--- src/rtl/mjm_isqrt.sv ---
`default_nettype none

// pipelined integer square root, one root bit per stage
module mjm_isqrt #(
   parameter int RW = 15,
   parameter int SW = 1
) (
   input  logic            clock,
   input  logic            reset,
   input  logic            en,
   input  logic            in_vld,
   input  logic [2*RW-1:0] in_rad,
   input  logic [SW-1:0]   in_side,
   output logic            out_vld,
   output logic [RW-1:0]   out_root,
   output logic [SW-1:0]   out_side
);

   localparam int NW = 2 * RW;

   logic [RW-1:0] vld_ff;
   logic [NW-1:0] rem_ff  [RW];
   logic [NW-1:0] rem_in  [RW];
   logic [RW-1:0] root_ff [RW];
   logic [RW-1:0] root_in [RW];
   logic [SW-1:0] side_ff [RW];

   always_comb begin
      logic [NW:0]   trial;
      logic          ge;
      logic [NW-1:0] crem;
      logic [RW-1:0] croot;
      for (int k = 0; k < RW; k++) begin
         if (k == 0) begin
            crem  = in_rad;
            croot = '0;
         end else begin
            crem  = rem_ff[k-1];
            croot = root_ff[k-1];
         end
         trial = ((NW+1)'(croot) << (RW - k)) + ((NW+1)'(1) << (2 * (RW - 1 - k)));
         ge = (NW+1)'(crem) >= trial;
         rem_in[k]  = ge ? NW'((NW+1)'(crem) - trial) : crem;
         root_in[k] = ge ? (croot | (RW'(1) << (RW - 1 - k))) : croot;
      end
   end

   always_ff @(posedge clock) begin
      if (reset) begin
         vld_ff <= '0;
      end else if (en) begin
         vld_ff <= {vld_ff[RW-2:0], in_vld};
      end
   end

   always_ff @(posedge clock) begin
      if (en) begin
         rem_ff  <= rem_in;
         root_ff <= root_in;
         side_ff[0] <= in_side;
         for (int k = 1; k < RW; k++) begin
            side_ff[k] <= side_ff[k-1];
         end
      end
   end

   assign out_vld  = vld_ff[RW-1];
   assign out_root = root_ff[RW-1];
   assign out_side = side_ff[RW-1];

endmodule

`default_nettype wire

--- config.mk ---
export PLATFORM = sky130hd
export DESIGN_NAME = mjm_isqrt
export DESIGN_NICKNAME = d
export VERILOG_FILES = /design/src/rtl/mjm_isqrt.sv
export SDC_FILE = /design/constraint.sdc
export NUM_CORES = 1
export LEC_CHECK = 0
export ABC_AREA = 1
export BUFFER_PORTS_ARGS = -buffer_cell sky130_fd_sc_hd__buf_2
export CAP_MARGIN = 20
export CORE_MARGIN = 4
export CORE_UTILIZATION = 30
export DETAILED_ROUTE_END_ITERATION = 10
export PLACE_DENSITY = 0.53
export SLEW_MARGIN = 25
export SYNTH_ARGS = -nofsm -noshare
export SYNTH_HDL_FRONTEND = slang
export SYNTH_SLANG_ARGS = --single-unit
--- constraint.sdc ---
create_clock -name clock -period 5.2 [get_ports clock]
set_input_delay 0.52 -clock clock [delete_from_list [all_inputs] [get_ports clock]]
set_output_delay 0.52 -clock clock [all_outputs]
set_load 0.005 [all_outputs]
==> run metrics <==
Hold Crit Class=input port to flip-flop; IO buf count=51; Inserted Clock Buffers=69; Tot GR Track Use=13.4%; core area=102000 um2; reg-to-reg startpoint=rem_ff[67]; # Max-Cap Violations=0; synthesized area per cell=9.02 um2; initial antenna violation count=0; Ys Warns=0; first-pass GRT wire length=115000 um; met2 Usage GRT=24.9%; clock buffer depth=3; clk slew on worst S/H paths=60 ps; register area share after synthesis=55.0%; die height=329 um; GRT overflow=0; fmax=368 MHz; Yosys cell types=52; synthesized area=30800 um2; CP Data Arrival Time=3060 ps; DRC=0; worst reg2reg setup slack=2490 ps; Reg2Reg Depth=9; buffer count from post-CTS setup fixing=0; met1 Resource Use GR=15.6%; worst endpoint required time=5550 ps; P&R area growth vs syn=13.0%; minimum clock period=2710 ps; CP Max Fanout=22; outcome=finished, final reports clean; static leakage=15.2 nW; crit end category=flip-flop; vias per cell=4.39; row cnt=117; hold_sp=in_rad[0]; startpoint types=flip-flop; Hold Path Sink=rem_ff[420]; ys async rst share=0%; post-CTS sizing=0; critical path type=flip-flop to flip-flop; r2r endpoint=rem_ff[46]; final setup TNS=0 ps; Synth Flop Type=edfxtp_1; Detail Route Antenna Nets=0; antenna cells=0; WL/cell=14.6 um; Die X=329 um; layout cells sized above 1=8.09%; Post-CTS Hold Buffers=0; vias in the first global route=21755; register bit count reported by yosys=570; GR peak layer=met2; Nets=3673; Ports=52; Synth Instances=3416; Rel. slew slack=46.6%; CTS tree=done; Post-Synthesis Net Count=3582; clk sinks=570; ratio of final minimum period to clock period=52.2%; EDFF count, synth=555; drt first-iter violations=1230; DP HPWL=55600 um; RSZ-0062 raised after global routing=no; hold_ws=62.9 ps; PD cells=393 nW/um2; Worst Skew=29.2 ps; via count=21632; drt pass-1 iters=5; FILL cells=10586; routed wire length=71700 um; RD Place Congestion=0.913; Slew Limit Fails=0; Initial Util=30.3%; setup violators final=0; final hold vios=0; global routing usage on met3=1.89%; Hold Path Stages=1; Die ar.=108000 um2; H-tree Lvls=3; maximum VDD drop=0.000261 V; root buffer cell=clkbuf_16; Worst-Skew Late Latency=620 ps; Least-Margin Pin Slew=792 ps; largest net degree at the start of global routing=98
[critical path, stage by stage, from the launching register on]
cell	delay (ps)
edfxtp_1	400
ha_1	410
nor3b_1	380
nand4_1	140
nor2_1	110
nor2_1	50
nand2_2	350
inv_2	370
nand2_1	140
nand2_1	60
[per-layer routing]
layer	vias to the layer above	part of all wire (%)
met2	302	51
met1	9912	42
li1	11276	-
met3	142	2.7
met5	-	0
met4	0	3.6
[power by group]
group | switching (mW) | internal [mW]
registers | 0.388 | 5.74
logic | 1.84 | 0.978
clock network | 1.99 | 2.78
total | 4.21 | 9.49
[per-stage QoR]
stage	power [mW]	utilization, %	worst slack (ps)	cell area [um2]	std cells
final	13.7	34.2	2490	34800	4927
after global routing	14.6	34.2	2240	34800	4927
after detailed placement	9.04	32.0	2540	32600	4804
after global placement	9.03	32.0	2580	32600	4804
after CTS	13.9	34.2	2500	34800	4927
after floorplan	8.16	-	3280	30800	3416
[cells in the final DEF (no fill, tap or decap), drive strengths merged, types with 5 or more instances in the layout]
cell and n:
a21o 5, a21oi 128, buf 60, bufinv 5
clkbuf 82, clkinv 28, dfxtp 15, edfxtp 555
ha 131, inv 559, nand2 1102, nand3 192
nand3b 30, nand4 48, nor2 362, nor3 28
nor4 16, o21ai 72, o21bai 5, or2 14
xnor2 26, xor2 72
[cell families after synthesis]
group	after synthesis	synth area share (%)
buffers and inverters	594	7.89
AO/OA/AOI/OAI	222	4.33
AND/OR/NAND/NOR	1801	24.6
flip-flops	570	55.0
adder cells (fa/ha/maj)	131	5.32
XOR/XNOR	98	2.78
[how the worst max path moves through the flow]
stage                      startpoint           to  slack, ps  depth (start not counted)
after global routing       rem_ff[67]   rem_ff[46]       2240                          9
after global placement     rem_ff[72]   rem_ff[44]       2580                         12
after detailed placement   rem_ff[67]   rem_ff[46]       2540                          9
after CTS                  rem_ff[67]   rem_ff[46]       2500                          9
after floorplan           rem_ff[169]  rem_ff[136]       3280                         10
final                      rem_ff[67]   rem_ff[46]       2490                          9
[registers in the layout, summed over array words and instances, names as in the netlist]
name and cells:
root_ff 105, out_root 15, rem_ff 420, vld_ff 15, side_ff 15
[cell type report]
| type | instances | area (um2) | area share, % |
|---|---|---|---|
| Tap cell | 1368 | 1710 | 4.91 |
| Inverter | 554 | 2090 | 6.00 |
| Clock inverter | 41 | 453 | 1.30 |
| Multi-Input combinational cell | 2252 | 11400 | 32.8 |
| Timing Repair Buffer | 60 | 383 | 1.10 |
| Sequential cell | 570 | 17000 | 48.7 |
| Clock buffer | 82 | 1810 | 5.19 |
[Yosys cell counts, drive strengths merged (30+ instances only)]
library cell  instances  area (um2)
buf                  35         323
xor2                 72         631
o21ai                72         372
nor2                362        1450
nand3               192         993
nand3b               30         225
inv                 553        2090
a21oi               128         780
edfxtp              555       16700
ha                  131        1640
nand2              1102        4210
nand4                48         300
Note: power is estimated with default switching activity, not from simulation.
