## config.mk

```make
export PLATFORM = sky130hd
export DESIGN_NAME = mjm_frac_div
export DESIGN_NICKNAME = d
export VERILOG_FILES = /design/src/rtl/mjm_frac_div.sv
export SDC_FILE = /design/constraint.sdc
export NUM_CORES = 1
export LEC_CHECK = 0
export BUFFER_PORTS_ARGS = -buffer_cell sky130_fd_sc_hd__buf_4
export CORE_MARGIN = 8
export CORE_UTILIZATION = 25
export DETAILED_ROUTE_END_ITERATION = 6
export PLACE_DENSITY_LB_ADDON = 0.25
export SETUP_SLACK_MARGIN = 0.02
export SYNTH_ARGS = -nofsm -noshare
export SYNTH_HDL_FRONTEND = slang
export SYNTH_SLANG_ARGS = --single-unit
```

## constraint.sdc

```tcl
create_clock -name clock -period 5.2 [get_ports clock]
set_input_delay 1.56 -clock clock [delete_from_list [all_inputs] [get_ports clock]]
set_output_delay 1.56 -clock clock [all_outputs]
set_load 0.01 [all_outputs]
```

## src/rtl/mjm_frac_div.sv

```systemverilog
`default_nettype none

// fractional divider: quot = floor(num * 2**QW / den), num below den
module mjm_frac_div #(
   parameter int W     = 15,
   parameter int QW    = 14,
   parameter int LANES = 1,
   parameter int SW    = 1
) (
   input  logic          clock,
   input  logic          reset,
   input  logic          en,
   input  logic          in_vld,
   input  logic [W-1:0]  in_num  [LANES],
   input  logic [W-1:0]  in_den  [LANES],
   input  logic [SW-1:0] in_side,
   output logic          out_vld,
   output logic [QW-1:0] out_quot [LANES],
   output logic [SW-1:0] out_side
);

   logic [QW-1:0] vld_ff;
   logic [W-1:0]  rem_ff [QW][LANES];
   logic [W-1:0]  rem_in [QW][LANES];
   logic [W-1:0]  den_ff [QW][LANES];
   logic [W-1:0]  den_in [QW][LANES];
   logic [QW-1:0] quo_ff [QW][LANES];
   logic [QW-1:0] quo_in [QW][LANES];
   logic [SW-1:0] side_ff [QW];

   always_comb begin
      logic [W:0]    twice;
      logic          ge;
      logic [W-1:0]  cr;
      logic [W-1:0]  cd;
      logic [QW-1:0] cq;
      for (int k = 0; k < QW; k++) begin
         for (int l = 0; l < LANES; l++) begin
            if (k == 0) begin
               cr = in_num[l];
               cd = in_den[l];
               cq = '0;
            end else begin
               cr = rem_ff[k-1][l];
               cd = den_ff[k-1][l];
               cq = quo_ff[k-1][l];
            end
            twice = {cr, 1'b0};
            ge = twice >= {1'b0, cd};
            rem_in[k][l] = ge ? W'(twice - {1'b0, cd}) : W'(twice);
            den_in[k][l] = cd;
            quo_in[k][l] = {cq[QW-2:0], ge};
         end
      end
   end

   always_ff @(posedge clock) begin
      if (reset) begin
         vld_ff <= '0;
      end else if (en) begin
         vld_ff <= {vld_ff[QW-2:0], in_vld};
      end
   end

   always_ff @(posedge clock) begin
      if (en) begin
         rem_ff <= rem_in;
         den_ff <= den_in;
         quo_ff <= quo_in;
         side_ff[0] <= in_side;
         for (int k = 1; k < QW; k++) begin
            side_ff[k] <= side_ff[k-1];
         end
      end
   end

   assign out_vld  = vld_ff[QW-1];
   assign out_quot = quo_ff[QW-1];
   assign out_side = side_ff[QW-1];

endmodule

`default_nettype wire

```

==> impl_summary.log <==
[metrics] length of routed wiring on met1: 23.88 mm
[metrics] Final Wtd Congestion: 0.8571
[metrics] outcome: finished clean
[metrics] setup slack of the critical path after layout: 1577 ps
[metrics] peak ir drop on the vdd network: 0.2837 mV
[metrics] cell-internal power: 12.20 mW
[metrics] post-route clock period utilization: 69.67%
[metrics] Resized cells post-CTS: 0
[metrics] number of flops mapped to enable cells by yosys: 509
[metrics] number of global-route vias before repair: 18.36k
[metrics] grt total ovfl: 0
[metrics] #FFs+latches synth: 523
[metrics] start-to-end type of the worst setup path: reg2reg
[metrics] areal power density over the cells: 583.7 mW/mm^2
[metrics] mean number of vias per cell: 4.433
[metrics] number of core rows: 123
[metrics] Synth Flop Type: sky130_fd_sc_hd__edfxtp_1
[metrics] via total after detailed routing: 18.07k
[metrics] end of the critical path: rem_ff[49]$_DFFE_PP_
[metrics] wire length of the first global-routing pass: 94.99 mm
[metrics] final period demand of the worst path: 3623 ps
[metrics] Buffers & Inverters on Critical Path: 0
[metrics] Placement Setup Slack: 1079 ps
[metrics] worst setup skew after layout: 43.86 ps
[metrics] average size of a mapped cell: 11.59 um^2
[metrics] worst reg2reg path depth: 8
[metrics] metal3 WL: 2.116 mm
[metrics] sequential share of the synthesized area: 54.71%
[metrics] net count after synthesis: 2711
[metrics] Slew Viols, Final: 0
[metrics] hold buffer count at cts: 0
[metrics] HPWL after DPL: 44.54 mm
[metrics] switching power: 6.908 mW
[metrics] I/O pin total: 51
[metrics] area overhead of the layout relative to synthesis: 15.09%
[metrics] antenna diode count: 0
[metrics] violation count after the first detailed-route iteration: 702
[metrics] type of the tightest min-delay check: reg2reg
[metrics] logic gate share of total power: 41.5%
[metrics] endpoint type of the worst setup path: flop
[metrics] number of antenna violations at the first check in global routing: 0
[metrics] async set or reset register ratio after synthesis: 0%
[metrics] maximum frequency from static timing analysis: 276.0 MHz
[metrics] count of unresolved DRC violations after routing: 0
[metrics] RR Endpoint: rem_ff[49]$_DFFE_PP_
[metrics] pin count of the biggest net entering global routing: 84
[metrics] TritonCTS clock tree: built
[metrics] final antenna-violating net count: 0
[metrics] floorplan die height: 353.4 um
[metrics] utilization of the core after routing: 29.07%
[metrics] Num Clock Sinks: 523
[metrics] MaxCap Viol Count: 0
[metrics] P_leak: 13.02 nW
[metrics] clock root buffer master: sky130_fd_sc_hd__clkbuf_16
[metrics] clock network power share: 23.3%
[metrics] Arr. time, crit path: 3980 ps
[metrics] fraction of power consumed by sequential logic: 35.3%
[metrics] post-DR wirelength/cell: 14.64 um
[metrics] number of buffers inserted to repair setup after CTS: 0
[metrics] Synth warnings: 0
[metrics] synthesized area: 0.02845 mm^2
[metrics] Setup Total Neg Slack: 0 ps
[metrics] dominant cell type by count on the critical path: sky130_fd_sc_hd__a21o_1
[metrics] count of endpoints failing hold in the final timing report: 0
[metrics] Die W: 353.4 um
[metrics] All-Layer GR Usage: 9.264%
[metrics] Synth Instances: 2454
[metrics] unrepaired setup endpoints after global routing: false
[metrics] total of endpoints with negative setup slack in the final report: 0
[metrics] maximum clock path buffer count: 3
[metrics] share of layout cells above drive strength 1: 10.21%
[metrics] Total Wirelength: 59.68 mm
[metrics] stages on the worst setup path: 8
[metrics] total of buffers placed on input and output ports: 50
[metrics] Rel. slew slack: 27.31%
[metrics] drt pass-1 iters: 4
[metrics] clock-pin slew on the worst setup and hold paths: 60 ps
[metrics] Initial Utilization: 25.26%
[metrics] clock latency reported for the late side of the worst-skew pair: 640 ps
[metrics] setup slack of the worst register-to-register path: 1580 ps
[metrics] Worst-Margin Slew: 1076 ps
[metrics] amount of wire on met2 after detailed routing: 31.13 mm
[metrics] origin of the worst setup path: rem_ff[60]$_SDFFCE_PN0P_
[metrics] largest fanout on the critical path: 16
[metrics] area of the core: 0.1127 mm^2
[metrics] Top Metal Used: met4
[metrics] deepest level of the CTS H-tree: 3
[metrics] Reg-to-Reg Start: rem_ff[60]$_SDFFCE_PN0P_
[metrics] Net Sw Frac: 36.14%
[metrics] category of the worst setup path launch point: flop
[metrics] list of cells traversed by the critical path: fa_1, a21o_1, a21o_4, a2111oi_4, nor4_1, nor4_4, a21o_1, mux2_2
[metrics] top cell family by delay on the critical path: compound AO/OA/AOI/OAI gates
[metrics] slowest stage cell, crit path: sky130_fd_sc_hd__a21o_1
[metrics] number of buffers added by the clock tree synthesis step: 66
[metrics] number of nets in the final layout: 2782
[metrics] required time reported for the critical path endpoint: 5560 ps
[metrics] Cell variety after synth: 82
[metrics] worst stage delay on the critical path: 680 ps
[metrics] Die Footprint: 0.1249 mm^2
-- flip-flops by register name (all words and copies together), names as in the netlist --
register  flops
side_ff      14
rem_ff      195
quo_ff       91
den_ff      195
vld_ff       14
out_quot     14
-- worst register-to-register path: cells and delay by family, from the launching register on --
kind	cells	cell delay, ps
DFF	1	440
muxes	1	420
AOI/OAI and AO/OA	4	1520
and+or+nand+nor	2	520
adders and majority gates	1	480
-- power groups by stage --
stage          registers (mW)  logic (mW)  clock network, mW
6_report                 6.74        7.92               4.45
5_1_grt                  6.85        8.90               4.81
4_1_cts                  6.76        7.99               4.65
3_5_place_dp             6.84        7.95                  0
3_3_place_gp             6.84        7.91                  0
2_1_floorplan            6.57        6.20                  0
-- synthesized netlist by cell type (41+ instances only) --
library cell	number	area share, %
sky130_fd_sc_hd__a21o_1	71	1.9
sky130_fd_sc_hd__a21oi_1	124	2.2
sky130_fd_sc_hd__clkbuf_1	42	0.55
sky130_fd_sc_hd__edfxtp_1	509	54
sky130_fd_sc_hd__ha_1	209	9.2
sky130_fd_sc_hd__inv_1	273	3.6
sky130_fd_sc_hd__mux2_2	60	2.4
sky130_fd_sc_hd__nand2_1	190	2.5
sky130_fd_sc_hd__nand3_1	41	0.72
sky130_fd_sc_hd__nor2_1	136	1.8
sky130_fd_sc_hd__o21ai_0	173	3.0
sky130_fd_sc_hd__xnor2_1	67	2.1
sky130_fd_sc_hd__xor2_1	49	1.5
-- per-stage QoR --
stage | cell area (um^2) | instances | hold WS [ps] | power, mW
after CTS | 32740 | 4076 | 413.2 | 19.40
after detailed placement | 30600 | 3957 | 404.5 | 14.79
after global placement | 30600 | 3957 | 400.9 | 14.75
after floorplan | 28450 | 2454 | 400.3 | 12.78
final | 32740 | 4076 | 415.7 | 19.11
after global routing | 32740 | 4076 | 421.1 | 20.55
-- layout by cell type (no fill, tap or decap), types with 8 or more instances in the layout --
| cell | n |
|---|---|
| sky130_fd_sc_hd__nor3_1 | 29 |
| sky130_fd_sc_hd__or3_1 | 16 |
| sky130_fd_sc_hd__nand2_1 | 190 |
| sky130_fd_sc_hd__o31ai_1 | 19 |
| sky130_fd_sc_hd__o21bai_1 | 12 |
| sky130_fd_sc_hd__nand3_1 | 41 |
| sky130_fd_sc_hd__nor2b_1 | 21 |
| sky130_fd_sc_hd__nand4_1 | 24 |
| sky130_fd_sc_hd__o2111ai_1 | 11 |
| sky130_fd_sc_hd__and2_1 | 13 |
| sky130_fd_sc_hd__a31oi_1 | 27 |
| sky130_fd_sc_hd__o21a_1 | 30 |
| sky130_fd_sc_hd__mux2_2 | 60 |
| sky130_fd_sc_hd__xnor2_1 | 67 |
| sky130_fd_sc_hd__o211ai_1 | 14 |
| sky130_fd_sc_hd__dfxtp_1 | 14 |
| sky130_fd_sc_hd__buf_4 | 61 |
| sky130_fd_sc_hd__a211oi_1 | 29 |
| sky130_fd_sc_hd__a21o_1 | 71 |
| sky130_fd_sc_hd__a211o_1 | 10 |
| sky130_fd_sc_hd__ha_1 | 209 |
| sky130_fd_sc_hd__xor2_1 | 49 |
| sky130_fd_sc_hd__clkbuf_16 | 67 |
| sky130_fd_sc_hd__nand3b_1 | 12 |
| sky130_fd_sc_hd__mux2i_1 | 24 |
| sky130_fd_sc_hd__o21ai_0 | 173 |
| sky130_fd_sc_hd__nor2_1 | 136 |
| sky130_fd_sc_hd__and3_1 | 18 |
| sky130_fd_sc_hd__and4_1 | 9 |
| sky130_fd_sc_hd__inv_1 | 273 |
| sky130_fd_sc_hd__clkbuf_1 | 11 |
| sky130_fd_sc_hd__clkinv_2 | 14 |
| sky130_fd_sc_hd__clkinv_1 | 8 |
| sky130_fd_sc_hd__nand2b_1 | 25 |
| sky130_fd_sc_hd__a21oi_1 | 124 |
| sky130_fd_sc_hd__edfxtp_1 | 509 |
| sky130_fd_sc_hd__fa_1 | 13 |
-- layer usage --
layer / vias up / global-route usage [%]
li1: 9187 / -
met3: 131 / 2.083
met1: 8502 / 9.606
met5: - / 0
met2: 247 / 17.56
met4: 0 / 4.321
-- cell families (layout without fill, tap and decap cells) --
kind of cell	count (synthesis)	in the layout	share of synthesized area, %
XOR/XNOR	116	116	3.571
AND/OR/NAND/NOR	560	560	9.451
buffers and inverters	338	460	4.763
adder cells (fa/ha/maj)	222	222	10.11
AO/OA/AOI/OAI	605	605	13.87
multiplexers	90	90	3.536
flip-flops	523	523	54.71
-- layout make-up --
| cell class | instances | area, um^2 |
|---|---|---|
| Multi-Input combinational cell | 1593 | 11560 |
| Clock inverter | 41 | 424.2 |
| Timing Repair Buffer | 67 | 573.1 |
| Tap cell | 1500 | 1877 |
| Fill cell | 11620 | 79910 |
| Inverter | 274 | 1028 |
| Clock buffer | 78 | 1718 |
| Sequential cell | 523 | 15560 |
-- how the worst min path moves through the flow --
stage / to / start / depth (start not counted) / slack, ps
2_1_floorplan: out_quot[10]$_DFFE_PP_ / quo_ff[23]$_DFFE_PP_ / 0 / 400
3_3_place_gp: quo_ff[104]$_DFFE_PP_ / quo_ff[117]$_DFFE_PP_ / 0 / 400
3_5_place_dp: quo_ff[26]$_DFFE_PP_ / quo_ff[39]$_DFFE_PP_ / 0 / 400
4_1_cts: quo_ff[46]$_DFFE_PP_ / quo_ff[59]$_DFFE_PP_ / 0 / 410
5_1_grt: out_quot[8]$_DFFE_PP_ / quo_ff[21]$_DFFE_PP_ / 0 / 420
6_report: quo_ff[58]$_DFFE_PP_ / quo_ff[71]$_DFFE_PP_ / 0 / 420
No activity file was read; power rests on OpenSTA's default activity.
